**config.mk**
```make
export PLATFORM = sky130hd
export DESIGN_NAME = pomodoro_countdown_controller_top
export DESIGN_NICKNAME = d
export VERILOG_FILES = /design/src/rtl/core/pcc_pkg.sv /design/src/rtl/core/pomodoro_countdown_controller_top.sv
export VERILOG_INCLUDE_DIRS = /design/src /design/src/rtl/core
export SDC_FILE = /design/constraint.sdc
export NUM_CORES = 1
export LEC_CHECK = 0
export BUFFER_PORTS_ARGS = -buffer_cell sky130_fd_sc_hd__buf_2
export CORE_MARGIN = 10
export CORE_UTILIZATION = 50
export CTS_BUF_LIST = sky130_fd_sc_hd__clkbuf_8
export DETAILED_ROUTE_END_ITERATION = 10
export PLACE_DENSITY = 0.71
export SYNTH_ARGS = -nofsm -noshare
export SYNTH_HDL_FRONTEND = slang
export SYNTH_SLANG_ARGS = --single-unit
```
**constraint.sdc**
```tcl
create_clock -name aclk -period 3.1 [get_ports aclk]
set_input_delay 0.155 -clock aclk [delete_from_list [all_inputs] [get_ports aclk]]
set_output_delay 0.155 -clock aclk [all_outputs]
set_load 0.05 [all_outputs]
```
**src/rtl/core/pomodoro_countdown_controller_top_assert.svh**
```systemverilog
// Assertion macros for the countdown controller
`ifndef POMODORO_COUNTDOWN_CONTROLLER_TOP_ASSERT_SVH
`define POMODORO_COUNTDOWN_CONTROLLER_TOP_ASSERT_SVH

// same-cycle implication, disabled during reset
`define PCC_ASSERT_NOW(label, clk, rstn, ante, cons, msg) \
    label: assert property (@(posedge clk) disable iff (!(rstn)) (ante) |-> (cons)) \
        else $error(msg);

// next-cycle implication, disabled during reset
`define PCC_ASSERT_NEXT(label, clk, rstn, ante, cons, msg) \
    label: assert property (@(posedge clk) disable iff (!(rstn)) (ante) |=> (cons)) \
        else $error(msg);

`endif

```
**src/rtl/core/pcc_pkg.sv**
```systemverilog
`default_nettype none

package pcc_pkg;

    typedef enum logic [1:0] {
        PH_WORK     = 2'd0,
        PH_SHORT    = 2'd1,
        PH_LONG     = 2'd2,
        PH_SETTINGS = 2'd3
    } phase_t;

    typedef enum logic {
        CMD_TICK = 1'b0,
        CMD_KEY  = 1'b1
    } command_t;

    localparam logic [1:0] EDIT_NONE  = 2'd0;
    localparam logic [1:0] EDIT_WORK  = 2'd1;
    localparam logic [1:0] EDIT_BREAK = 2'd2;
    localparam logic [1:0] EDIT_LONG  = 2'd3;

    localparam logic [1:0] REG_WORK_SEC  = 2'd0;
    localparam logic [1:0] REG_BREAK_SEC = 2'd1;
    localparam logic [1:0] REG_LONG_SEC  = 2'd2;
    localparam logic [1:0] REG_SESSIONS  = 2'd3;

    localparam logic [7:0] KEY_STAR   = 8'h2A;
    localparam logic [7:0] KEY_SLASH  = 8'h2F;
    localparam logic [7:0] KEY_EQUALS = 8'h3D;
    localparam logic [7:0] KEY_ZERO   = 8'h30;
    localparam logic [7:0] KEY_NINE   = 8'h39;

    localparam logic [5:0] SEC_WRAP      = 6'd59;
    localparam logic [1:0] BUZZ_DURATION = 2'd2;
    localparam logic [6:0] SESSIONS_RST  = 7'd4;

    localparam int unsigned RESULT_W = 44;
    localparam int unsigned TDATA_W  = 48;

    // first field in the highest bits
    typedef struct packed {
        logic [3:0] first_digit;
        logic       edit_digit_pos;
        logic [1:0] edit_field;
        logic [6:0] sessions_done;
        logic       buzzer_on;
        logic [5:0] break_seconds_left;
        logic [6:0] break_minutes_left;
        logic [5:0] work_seconds_left;
        logic [6:0] work_minutes_left;
        logic       running;
        logic [1:0] phase;
    } result_t;

endpackage

`default_nettype wire

```
**src/rtl/core/pomodoro_countdown_controller_top.sv**
```systemverilog
// Pomodoro countdown controller.
// Input channel (s_*): one transaction is a one-second tick (s_tuser = 0) or a
// keypad key (s_tuser = 1, ASCII code in s_tdata). Each accepted transaction
// updates the timer state and yields exactly one status transaction on the
// output channel (m_*): phase, run flag, work and break counters, buzzer,
// session count and settings cursor.
// The status is registered, in the skid entry if the output register is stalled.
// One transaction per cycle while m_tready is high; the whole state update is
// one combinational pass between the state registers and the output register.
// Stall: an output register plus one skid entry decouple the channels; with the
// receiver stalled one more input is taken, then s_tready drops until the
// output drains. No transaction is lost or repeated.
// Configuration: APB-style port, start-seconds registers at 0x0, 0x4, 0x8 and
// the long-break session threshold at 0xC. Write only while the stream idles.
// Reset (aresetn low, synchronous): work phase, stopped, minute settings and
// counters at their defaults, seconds at zero, buzzer and sessions cleared,
// output channel empty.
`default_nettype none

module pomodoro_countdown_controller_top #(
    parameter int unsigned WORK_MINUTES_DEFAULT       = 25,
    parameter int unsigned BREAK_MINUTES_DEFAULT      = 5,
    parameter int unsigned LONG_BREAK_MINUTES_DEFAULT = 15
) (
    input  wire logic                         aclk,
    input  wire logic                         aresetn,
    input  wire logic                         s_tvalid,
    output      logic                         s_tready,
    input  wire logic [7:0]                   s_tdata,  // [7:0] key_code
    input  wire logic                         s_tuser,  // [0] command
    output      logic                         m_tvalid,
    input  wire logic                         m_tready,
    // [1:0] phase, [2] running, [9:3] work_minutes_left, [15:10] work_seconds_left,
    // [22:16] break_minutes_left, [28:23] break_seconds_left, [29] buzzer_on,
    // [36:30] sessions_done, [38:37] edit_field, [39] edit_digit_pos,
    // [43:40] first_digit, [47:44] zero
    output      logic [pcc_pkg::TDATA_W-1:0] m_tdata,
    input  wire logic                         psel,
    input  wire logic                         penable,
    input  wire logic                         pwrite,
    input  wire logic [3:0]                   paddr,
    input  wire logic [31:0]                  pwdata,
    output      logic [31:0]                  prdata,
    output      logic                         pready
);

    localparam logic [6:0] WORK_MIN_RST  = 7'(WORK_MINUTES_DEFAULT);
    localparam logic [6:0] BREAK_MIN_RST = 7'(BREAK_MINUTES_DEFAULT);
    localparam logic [6:0] LONG_MIN_RST  = 7'(LONG_BREAK_MINUTES_DEFAULT);

    // configuration
    logic [5:0] work_start_sec_reg;
    logic [5:0] break_start_sec_reg;
    logic [5:0] long_start_sec_reg;
    logic [6:0] sessions_limit_reg;
    logic       cfg_write;

    // timer state
    pcc_pkg::phase_t phase_reg, phase_next;
    logic       running_reg, running_next;
    logic [6:0] set_work_min_reg, set_work_min_next;
    logic [6:0] set_break_min_reg, set_break_min_next;
    logic [6:0] set_long_min_reg, set_long_min_next;
    logic [6:0] work_min_reg, work_min_next;
    logic [5:0] work_sec_reg, work_sec_next;
    logic [6:0] break_min_reg, break_min_next;
    logic [5:0] break_sec_reg, break_sec_next;
    logic [6:0] session_reg, session_next;
    logic [1:0] buzz_reg, buzz_next;
    logic [1:0] edit_index_reg, edit_index_next;
    logic       edit_cursor_reg, edit_cursor_next;
    logic [3:0] digit0_reg, digit0_next;

    // output register and skid entry
    pcc_pkg::result_t result_next;
    pcc_pkg::result_t out_data_reg, out_data_next;
    pcc_pkg::result_t skid_data_reg, skid_data_next;
    logic             out_valid_reg, out_valid_next;
    logic             skid_valid_reg, skid_valid_next;

    logic in_xfer;
    logic out_xfer;

    assign pready    = 1'b1;
    assign cfg_write = psel & penable & pwrite & pready;
    assign s_tready  = ~skid_valid_reg;
    assign in_xfer   = s_tvalid & s_tready;
    assign out_xfer  = out_valid_reg & m_tready;
    assign m_tvalid  = out_valid_reg;
    assign m_tdata   = {(pcc_pkg::TDATA_W - pcc_pkg::RESULT_W)'(0), out_data_reg};

    always_ff @(posedge aclk) begin
        if (!aresetn) begin
            work_start_sec_reg  <= '0;
            break_start_sec_reg <= '0;
            long_start_sec_reg  <= '0;
            sessions_limit_reg  <= pcc_pkg::SESSIONS_RST;
        end else if (cfg_write) begin
            case (paddr[3:2])
                pcc_pkg::REG_WORK_SEC:  work_start_sec_reg  <= pwdata[5:0];
                pcc_pkg::REG_BREAK_SEC: break_start_sec_reg <= pwdata[5:0];
                pcc_pkg::REG_LONG_SEC:  long_start_sec_reg  <= pwdata[5:0];
                pcc_pkg::REG_SESSIONS:  sessions_limit_reg  <= pwdata[6:0];
                default: begin
                end
            endcase
        end
    end

    always_comb begin
        case (paddr[3:2])
            pcc_pkg::REG_WORK_SEC:  prdata = {26'd0, work_start_sec_reg};
            pcc_pkg::REG_BREAK_SEC: prdata = {26'd0, break_start_sec_reg};
            pcc_pkg::REG_LONG_SEC:  prdata = {26'd0, long_start_sec_reg};
            pcc_pkg::REG_SESSIONS:  prdata = {25'd0, sessions_limit_reg};
            default:                prdata = '0;
        endcase
    end

    // next state
    always_comb begin
        logic       timer_rst;
        logic       field_step;
        logic [6:0] session_inc;
        logic [3:0] digit;
        logic [6:0] entry_value;

        phase_next         = phase_reg;
        running_next       = running_reg;
        set_work_min_next  = set_work_min_reg;
        set_break_min_next = set_break_min_reg;
        set_long_min_next  = set_long_min_reg;
        work_min_next      = work_min_reg;
        work_sec_next      = work_sec_reg;
        break_min_next     = break_min_reg;
        break_sec_next     = break_sec_reg;
        session_next       = session_reg;
        buzz_next          = buzz_reg;
        edit_index_next    = edit_index_reg;
        edit_cursor_next   = edit_cursor_reg;
        digit0_next        = digit0_reg;
        timer_rst          = 1'b0;
        field_step         = 1'b0;
        session_inc        = session_reg + 7'd1;
        digit              = 4'(s_tdata - pcc_pkg::KEY_ZERO);
        entry_value        = 7'({digit0_reg, 3'b000}) + 7'({digit0_reg, 1'b0}) + 7'(digit);

        if (s_tuser == pcc_pkg::CMD_TICK) begin
            if (buzz_reg != 2'd0) begin
                buzz_next = buzz_reg - 2'd1;
            end
            if (running_reg) begin
                if (phase_reg == pcc_pkg::PH_WORK) begin
                    if (work_sec_reg != 6'd0) begin
                        work_sec_next = work_sec_reg - 6'd1;
                    end else if (work_min_reg != 7'd0) begin
                        work_min_next = work_min_reg - 7'd1;
                        work_sec_next = pcc_pkg::SEC_WRAP;
                    end else begin
                        buzz_next = pcc_pkg::BUZZ_DURATION;
                        if (session_inc >= sessions_limit_reg) begin
                            phase_next     = pcc_pkg::PH_LONG;
                            break_min_next = set_long_min_reg;
                            break_sec_next = long_start_sec_reg;
                            session_next   = '0;
                        end else begin
                            phase_next     = pcc_pkg::PH_SHORT;
                            break_min_next = set_break_min_reg;
                            break_sec_next = break_start_sec_reg;
                            session_next   = session_inc;
                        end
                    end
                end else begin
                    if (break_sec_reg != 6'd0) begin
                        break_sec_next = break_sec_reg - 6'd1;
                    end else if (break_min_reg != 7'd0) begin
                        break_min_next = break_min_reg - 7'd1;
                        break_sec_next = pcc_pkg::SEC_WRAP;
                    end else begin
                        phase_next    = pcc_pkg::PH_WORK;
                        work_min_next = set_work_min_reg;
                        work_sec_next = work_start_sec_reg;
                        buzz_next     = pcc_pkg::BUZZ_DURATION;
                        running_next  = 1'b0;
                    end
                end
            end
        end else if (s_tdata == pcc_pkg::KEY_STAR) begin
            if (phase_reg != pcc_pkg::PH_SETTINGS) begin
                phase_next      = pcc_pkg::PH_SETTINGS;
                edit_index_next = pcc_pkg::EDIT_WORK;
                running_next    = 1'b0;
            end else begin
                field_step = 1'b1;
            end
            edit_cursor_next = 1'b0;
        end else if (phase_reg == pcc_pkg::PH_SETTINGS) begin
            if (s_tdata inside {[pcc_pkg::KEY_ZERO:pcc_pkg::KEY_NINE]}) begin
                if (!edit_cursor_reg) begin
                    digit0_next      = digit;
                    edit_cursor_next = 1'b1;
                end else begin
                    case (edit_index_reg)
                        pcc_pkg::EDIT_WORK:  set_work_min_next  = entry_value;
                        pcc_pkg::EDIT_BREAK: set_break_min_next = entry_value;
                        pcc_pkg::EDIT_LONG:  set_long_min_next  = entry_value;
                        default: begin
                        end
                    endcase
                    edit_cursor_next = 1'b0;
                    field_step       = 1'b1;
                end
            end else if (s_tdata == pcc_pkg::KEY_EQUALS) begin
                edit_index_next = pcc_pkg::EDIT_NONE;
                timer_rst       = 1'b1;
            end
        end else begin
            if (s_tdata == pcc_pkg::KEY_SLASH) begin
                running_next = ~running_reg;
            end else if (s_tdata == pcc_pkg::KEY_EQUALS) begin
                timer_rst = 1'b1;
            end
        end

        if (field_step) begin
            if (edit_index_reg == pcc_pkg::EDIT_LONG) begin
                edit_index_next = pcc_pkg::EDIT_NONE;
                timer_rst       = 1'b1;
            end else begin
                edit_index_next = edit_index_reg + 2'd1;
            end
        end

        // reload from the freshly written minute settings
        if (timer_rst) begin
            running_next   = 1'b0;
            phase_next     = pcc_pkg::PH_WORK;
            session_next   = '0;
            work_min_next  = set_work_min_next;
            work_sec_next  = work_start_sec_reg;
            break_min_next = set_break_min_next;
            break_sec_next = break_start_sec_reg;
        end
    end

    // status assembled from the updated state
    always_comb begin
        result_next.phase              = phase_next;
        result_next.running            = running_next;
        result_next.work_minutes_left  = work_min_next;
        result_next.work_seconds_left  = work_sec_next;
        result_next.break_minutes_left = break_min_next;
        result_next.break_seconds_left = break_sec_next;
        result_next.buzzer_on          = (buzz_next != 2'd0);
        result_next.sessions_done      = session_next;
        result_next.edit_field         = edit_index_next;
        result_next.edit_digit_pos     = edit_cursor_next;
        result_next.first_digit        = digit0_next;
    end

    always_ff @(posedge aclk) begin
        if (!aresetn) begin
            phase_reg         <= pcc_pkg::PH_WORK;
            running_reg       <= 1'b0;
            set_work_min_reg  <= WORK_MIN_RST;
            set_break_min_reg <= BREAK_MIN_RST;
            set_long_min_reg  <= LONG_MIN_RST;
            work_min_reg      <= WORK_MIN_RST;
            work_sec_reg      <= '0;
            break_min_reg     <= BREAK_MIN_RST;
            break_sec_reg     <= '0;
            session_reg       <= '0;
            buzz_reg          <= '0;
            edit_index_reg    <= pcc_pkg::EDIT_NONE;
            edit_cursor_reg   <= 1'b0;
            digit0_reg        <= '0;
        end else if (in_xfer) begin
            phase_reg         <= phase_next;
            running_reg       <= running_next;
            set_work_min_reg  <= set_work_min_next;
            set_break_min_reg <= set_break_min_next;
            set_long_min_reg  <= set_long_min_next;
            work_min_reg      <= work_min_next;
            work_sec_reg      <= work_sec_next;
            break_min_reg     <= break_min_next;
            break_sec_reg     <= break_sec_next;
            session_reg       <= session_next;
            buzz_reg          <= buzz_next;
            edit_index_reg    <= edit_index_next;
            edit_cursor_reg   <= edit_cursor_next;
            digit0_reg        <= digit0_next;
        end
    end

    // output slot and skid entry
    always_comb begin
        out_valid_next  = out_valid_reg;
        out_data_next   = out_data_reg;
        skid_valid_next = skid_valid_reg;
        skid_data_next  = skid_data_reg;
        if (out_xfer || !out_valid_reg) begin
            if (skid_valid_reg) begin
                out_valid_next  = 1'b1;
                out_data_next   = skid_data_reg;
                skid_valid_next = 1'b0;
            end else if (in_xfer) begin
                out_valid_next = 1'b1;
                out_data_next  = result_next;
            end else begin
                out_valid_next = 1'b0;
            end
        end else if (in_xfer) begin
            skid_valid_next = 1'b1;
            skid_data_next  = result_next;
        end
    end

    always_ff @(posedge aclk) begin
        if (!aresetn) begin
            out_valid_reg  <= 1'b0;
            skid_valid_reg <= 1'b0;
        end else begin
            out_valid_reg  <= out_valid_next;
            skid_valid_reg <= skid_valid_next;
        end
    end

    always_ff @(posedge aclk) begin
        out_data_reg  <= out_data_next;
        skid_data_reg <= skid_data_next;
    end

`include "pomodoro_countdown_controller_top_assert.svh"

    `PCC_ASSERT_NOW(a_skid_behind_out, aclk, aresetn, skid_valid_reg, out_valid_reg, "skid entry held while output slot empty")
    `PCC_ASSERT_NOW(a_settings_stopped, aclk, aresetn, phase_reg == pcc_pkg::PH_SETTINGS, !running_reg, "countdown running in settings mode")
    `PCC_ASSERT_NOW(a_edit_matches_phase, aclk, aresetn, 1'b1, (phase_reg == pcc_pkg::PH_SETTINGS) == (edit_index_reg != pcc_pkg::EDIT_NONE), "edit field out of step with settings phase")
    `PCC_ASSERT_NEXT(a_key_keeps_buzzer, aclk, aresetn, in_xfer && (s_tuser == pcc_pkg::CMD_KEY), $stable(buzz_reg), "key press changed the buzzer count")

endmodule

`default_nettype wire
```
# Word level (Yosys, flattened, before mapping)
# Index checks and enable logic that the tools add are counted.
# Widths: inputs -> output; s select.
# word_totals
regBits	181
output_inout_bits	83
elab_cells	214
inputBits	52
# op_classes
order_cmp	3
n_bitwise	9
muxes	119
reduce_logical	20
n_eq_ne	11
addsub	10
# op_table
op	count
$mux 7	36
$pmux 32 s4	1
$mux 6	17
$mux 44	2
$mux 2	27
$mux 1	31
$eq 8x6->1 const B	3
$mux 4	5
$reduce_bool 7->1	2
$sub 7x1->7 const B	2
$reduce_and 2->1	6
$reduce_bool 6->1	2
$sub 6x1->6 const B	2
$eq 2x2->1 const B	5
$ge 8x6->1 const B	1
$le 8x6->1 const B	1
$add 7x1->7 const B	1
$add 7x4->7	1
$add 7x5->7	1
$ge 7x7->1	1
$reduce_and 7->1	1
$reduce_bool 2->1	3
$not 1->1	5
$and 1x1->1	4
10 further kinds	12

# Longest topological paths before layout
# depth
depth_word	11
depth_mapped	11
ltp_nobuf	10

# Worst setup path before layout
# No wires, ideal clock.
# synth_path
path_type	register to register
startpoint	register skid_valid_reg
endpoint	register skid_data_reg[0] (netlist name), enable pin
stages_incl_launch_ff	6
path_buffers	2
t_arrival_ps	2742
setup_slack_ps	-87
synth_period_minus_slack_ps	3187
setup_time_ps	446
required_ps	2654
path_cell_list	dfxtp_1 -> clkbuf_1 -> inv_1 -> nand2_1 -> clkbuf_1 -> nor2_1
# synth_between
elab_chain_len	3
# synth_rtl
item	line_no	rtl
start, declared	pomodoro_countdown_controller_top.sv:79	logic skid_valid_reg, skid_valid_next;
start signal, assigned	pomodoro_countdown_controller_top.sv:324	skid_valid_reg <= skid_valid_next;
$not 1->1	pomodoro_countdown_controller_top.sv:86	assign s_tready = ~skid_valid_reg;
$and 1x1->1	pomodoro_countdown_controller_top.sv:87	assign in_xfer = s_tvalid & s_tready;
$reduce_and 2->1 (no line)	-	
end signal, assigned	pomodoro_countdown_controller_top.sv:330	skid_data_reg <= skid_data_next;
end, declared	pomodoro_countdown_controller_top.sv:77	pcc_pkg::result_t skid_data_reg, skid_data_next;
# Every way passes these cells.
# A chain may end at the register's enable or synchronous reset.

# Worst setup path after layout
# layout_path
startpoint	register session_reg[0]
endpoint	register out_data_reg (netlist bit m_tdata[0]), data pin
# layout_between
elab_chain_len	11
# layout_rtl
item	line_no	rtl
start, declared	pomodoro_countdown_controller_top.sv:68	logic [6:0] session_reg, session_next;
start signal, assigned	pomodoro_countdown_controller_top.sv:287	session_reg <= session_next;
$add 7x1->7	pomodoro_countdown_controller_top.sv:144	session_inc = session_reg + 7'd1;
$ge 7x7->1	pomodoro_countdown_controller_top.sv:161	if (session_inc >= sessions_limit_reg) begin
$mux 2	pomodoro_countdown_controller_top.sv:161	
$mux 2	pomodoro_countdown_controller_top.sv:156	end else if (work_min_reg != 7'd0) begin
$mux 2	pomodoro_countdown_controller_top.sv:154	if (work_sec_reg != 6'd0) begin
$mux 2	pomodoro_countdown_controller_top.sv:153	if (phase_reg == pcc_pkg::PH_WORK) begin
$mux 2	pomodoro_countdown_controller_top.sv:152	if (running_reg) begin
$mux 2	pomodoro_countdown_controller_top.sv:148	if (s_tuser == pcc_pkg::CMD_TICK) begin
$mux 2	pomodoro_countdown_controller_top.sv:235	if (timer_rst) begin
$mux 44	pomodoro_countdown_controller_top.sv:306	end else if (in_xfer) begin
$mux 44	pomodoro_countdown_controller_top.sv:302	if (skid_valid_reg) begin
end signal, assigned	pomodoro_countdown_controller_top.sv:329	out_data_reg <= out_data_next;
end, declared	pomodoro_countdown_controller_top.sv:76	pcc_pkg::result_t out_data_reg, out_data_next;
# Every way passes these cells. The select of a mux whose other input is x is not followed.

==> impl_metrics.json <==
{
  "status": "finished clean",
  "max_clock_freq_mhz": 337,
  "slew_headroom_pct": 29.5,
  "vias": 8647,
  "dp_slack_ps": 104,
  "grt-ovfl-total": 0,
  "grt_pass1_vias": 8061,
  "multiInputGateArea_um2": 4910,
  "tns_ps": 0,
  "root_buffer": "clkbuf_8",
  "seq_power_share_pct": 52.3,
  "grt_pass1_wl_um": 45400,
  "cts_buffers": 17,
  "drt-vias-per-instance": 5.94,
  "startpoint": "session_reg[0]$_SDFFE_PN0P_",
  "numPortBuffers": 77,
  "cts.htree.levels": 4,
  "internal_power_w": 0.00353,
  "slew_violations": 0,
  "synthFlopType": "dfxtp_1",
  "startpoint_type": "flip-flop",
  "whs_endpoint": "set_work_min_reg[3]$_SDFFE_PN1P_",
  "initial_core_util_pct": 50.9,
  "p_sw_w": 0.00150,
  "sw_frac_of_total_pct": 29.8,
  "dp_hpwl_um": 20800,
  "reg2reg_depth": 11,
  "ff_latch_area_um2": 4510,
  "fin_ws_ps": 136,
  "arrival_ps": 3250,
  "rsz0062_at_grt": "yes",
  "rr_startpoint": "session_reg[0]$_SDFFE_PN0P_",
  "rows": 51,
  "leakage_nw": 4.43,
  "pin_count": 135,
  "routed_wl_um": 28200,
  "pwr_density_cell_nw_per_um2": 442,
  "maxCapViolCount": 0,
  "fin_worst_skew_ps": 17.8,
  "dr.pass1.iters": 8,
  "final_common_cell": "nand2_1",
  "yosys_warnings": 0,
  "finalCritPeriodShare_pct": 95.6,
  "place_area_um2": 10800,
  "yosysTopAreaCellShare_pct": 26.6,
  "worstPathRequired_ps": 3380,
  "timing.rr.end": "m_tdata[0]$_DFFE_PP_",
  "die_w_um": 161,
  "post_synth.cell_area_avg_um2": 9.39,
  "yosysTopAreaCell": "edfxtp_1",
  "drive_gt1_share_pct": 21.1,
  "first_iter_violations": 1127,
  "cts_buffer_depth": 2,
  "hold_class": "in2reg",
  "hold_path.startpoint": "aresetn",
  "period_needed_ps": 2960,
  "clockPowerShare_pct": 32.4,
  "syn_inst": 1059,
  "final_cell_mix": "nand2_1, nor2_1, dfxtp_1, edfxtp_1, buf_4",
  "antenna_found_initial": 0,
  "pwr-share-comb_pct": 15.3,
  "worst_hold_path.num_cells": 2,
  "final_nets": 1254,
  "core_area_um2": 19500,
  "power.total_w": 0.00503,
  "place_congestion": 0.991,
  "synthDistinctLibCells": 86,
  "die-area_um2": 25900,
  "criticalPathCategory": "reg2reg",
  "routed_wire_length_per_instance_um": 19.4,
  "tightest_slew_ps": 1060,
  "netlist_area_um2": 9940,
  "critPathCaptureType": "flip-flop",
  "fill_cells": 1769,
  "setup_viol": 0,
  "timing.hold.ws_ps": 27.9,
  "synth_enable_flop_cells": 88,
  "drc": 0,
  "postRouteAntennaNets": 0,
  "finalHoldViolations": 0,
  "synthTopCellsByArea": "edfxtp_1, dfxtp_1, nand2_1, nor2_1, a21oi_1",
  "crit_fanout": 5,
  "peakVddDrop_uv": 254,
  "design_area_um2": 11400,
  "grt_max_degree": 45,
  "ys_ff_latch": 181,
  "async_reset_ff_share_pct": 0,
  "floorplan.die.height_um": 161,
  "ys_seq_area_share_pct": 45.3,
  "reg2reg_slack_ps": 140,
  "cts.clk_slew.worst_paths_ps": 100,
  "cts_num_sinks": 181,
  "cts_tree": "done",
  "grtUsageTotal_pct": 21.6,
  "diodes": 0,
  "area_growth_pct": 14.4,
  "clock_latency_ps": 480
}
-- how the worst max path moves through the flow --
stage | slack [ps] | depth (start not counted) | endpoint
finish | 140 | 11 | m_tdata[0]$_DFFE_PP_
detailed placement | 100 | 10 | m_tdata[0]$_DFFE_PP_
global route | -70 | 13 | m_tdata[18]$_DFFE_PP_
floorplan | 20 | 11 | m_tdata[28]$_DFFE_PP_
CTS | 70 | 10 | m_tdata[0]$_DFFE_PP_
global placement | 160 | 9 | m_tdata[22]$_DFFE_PP_
-- what timing repair did --
action	CTS	global route
endpoints found under the hold margin	27	0
hold buffers	9	0
gates resized for setup	0	9
setup endpoints to repair	0	40
setup buffers	0	5
-- cell families (layout without fill, tap and decap cells) --
family,count (synthesis),after routing,share of synthesized area [%]
XOR/XNOR,7,7,0.617
other,2,30,0.0755
AND/OR/NAND/NOR,378,378,19.0
flip-flops,181,181,45.3
buffers and inverters,138,241,6.76
AO/OA/AOI/OAI,270,270,18.1
adder cells (fa/ha/maj),25,25,3.30
multiplexers,58,58,6.86
-- power by group through the flow --
stage / combinational, W / clock, W / sequential, W
finish: 0.000771 / 0.00163 / 0.00263
global route: 0.000825 / 0.00176 / 0.00264
CTS: 0.000745 / 0.00165 / 0.00263
detailed placement: 0.000734 / 0 / 0.00269
global placement: 0.000728 / 0 / 0.00268
floorplan: 0.000407 / 0 / 0.00282
-- worst max-delay path, cell delays in order, from the launching register on --
cell and delay, ps:
dfxtp_2 340, ha_1 210, buf_4 140, xor2_1 140, ha_1 280, a21oi_1 130, o21ai_0 140, a221o_2 450
a21oi_1 310, buf_4 180, a31oi_1 140, a31oi_1 320
-- layer usage --
layer	track usage (%)	wire length (um)	vias up
li1	-	-	4091
met1	31.0	12700	4103
met2	32.0	12300	406
met3	4.47	2520	47
met4	6.66	615	0
met5	0	0	-
-- synthesized netlist by cell type (20+ instances only) --
master,n
nand2_1,104
dfxtp_1,93
nor2_1,93
edfxtp_1,88
a21oi_1,69
nand3_1,50
clkbuf_1,47
inv_1,42
o21ai_0,42
buf_4,33
mux2i_1,31
nor3_1,29
a31oi_1,23
ha_1,23
o31ai_1,23
mux2_2,21
o211ai_1,20
-- layout make-up --
cell class / instances / share of cell area [%]
Clock inverter: 15 / 1.35
Tap cell: 265 / 2.91
Inverter: 43 / 1.42
Multi-Input combinational cell: 768 / 43.1
Timing Repair Buffer: 166 / 9.49
Sequential cell: 181 / 39.6
Clock buffer: 17 / 2.06
-- through the flow --
stage / cells / utilization, %
floorplan: 1087 / -
global placement: 1409 / 55.5
detailed placement: 1409 / 55.5
CTS: 1450 / 57.9
global route: 1455 / 58.3
finish: 1455 / 58.3
(Power assumes the default switching activity.)
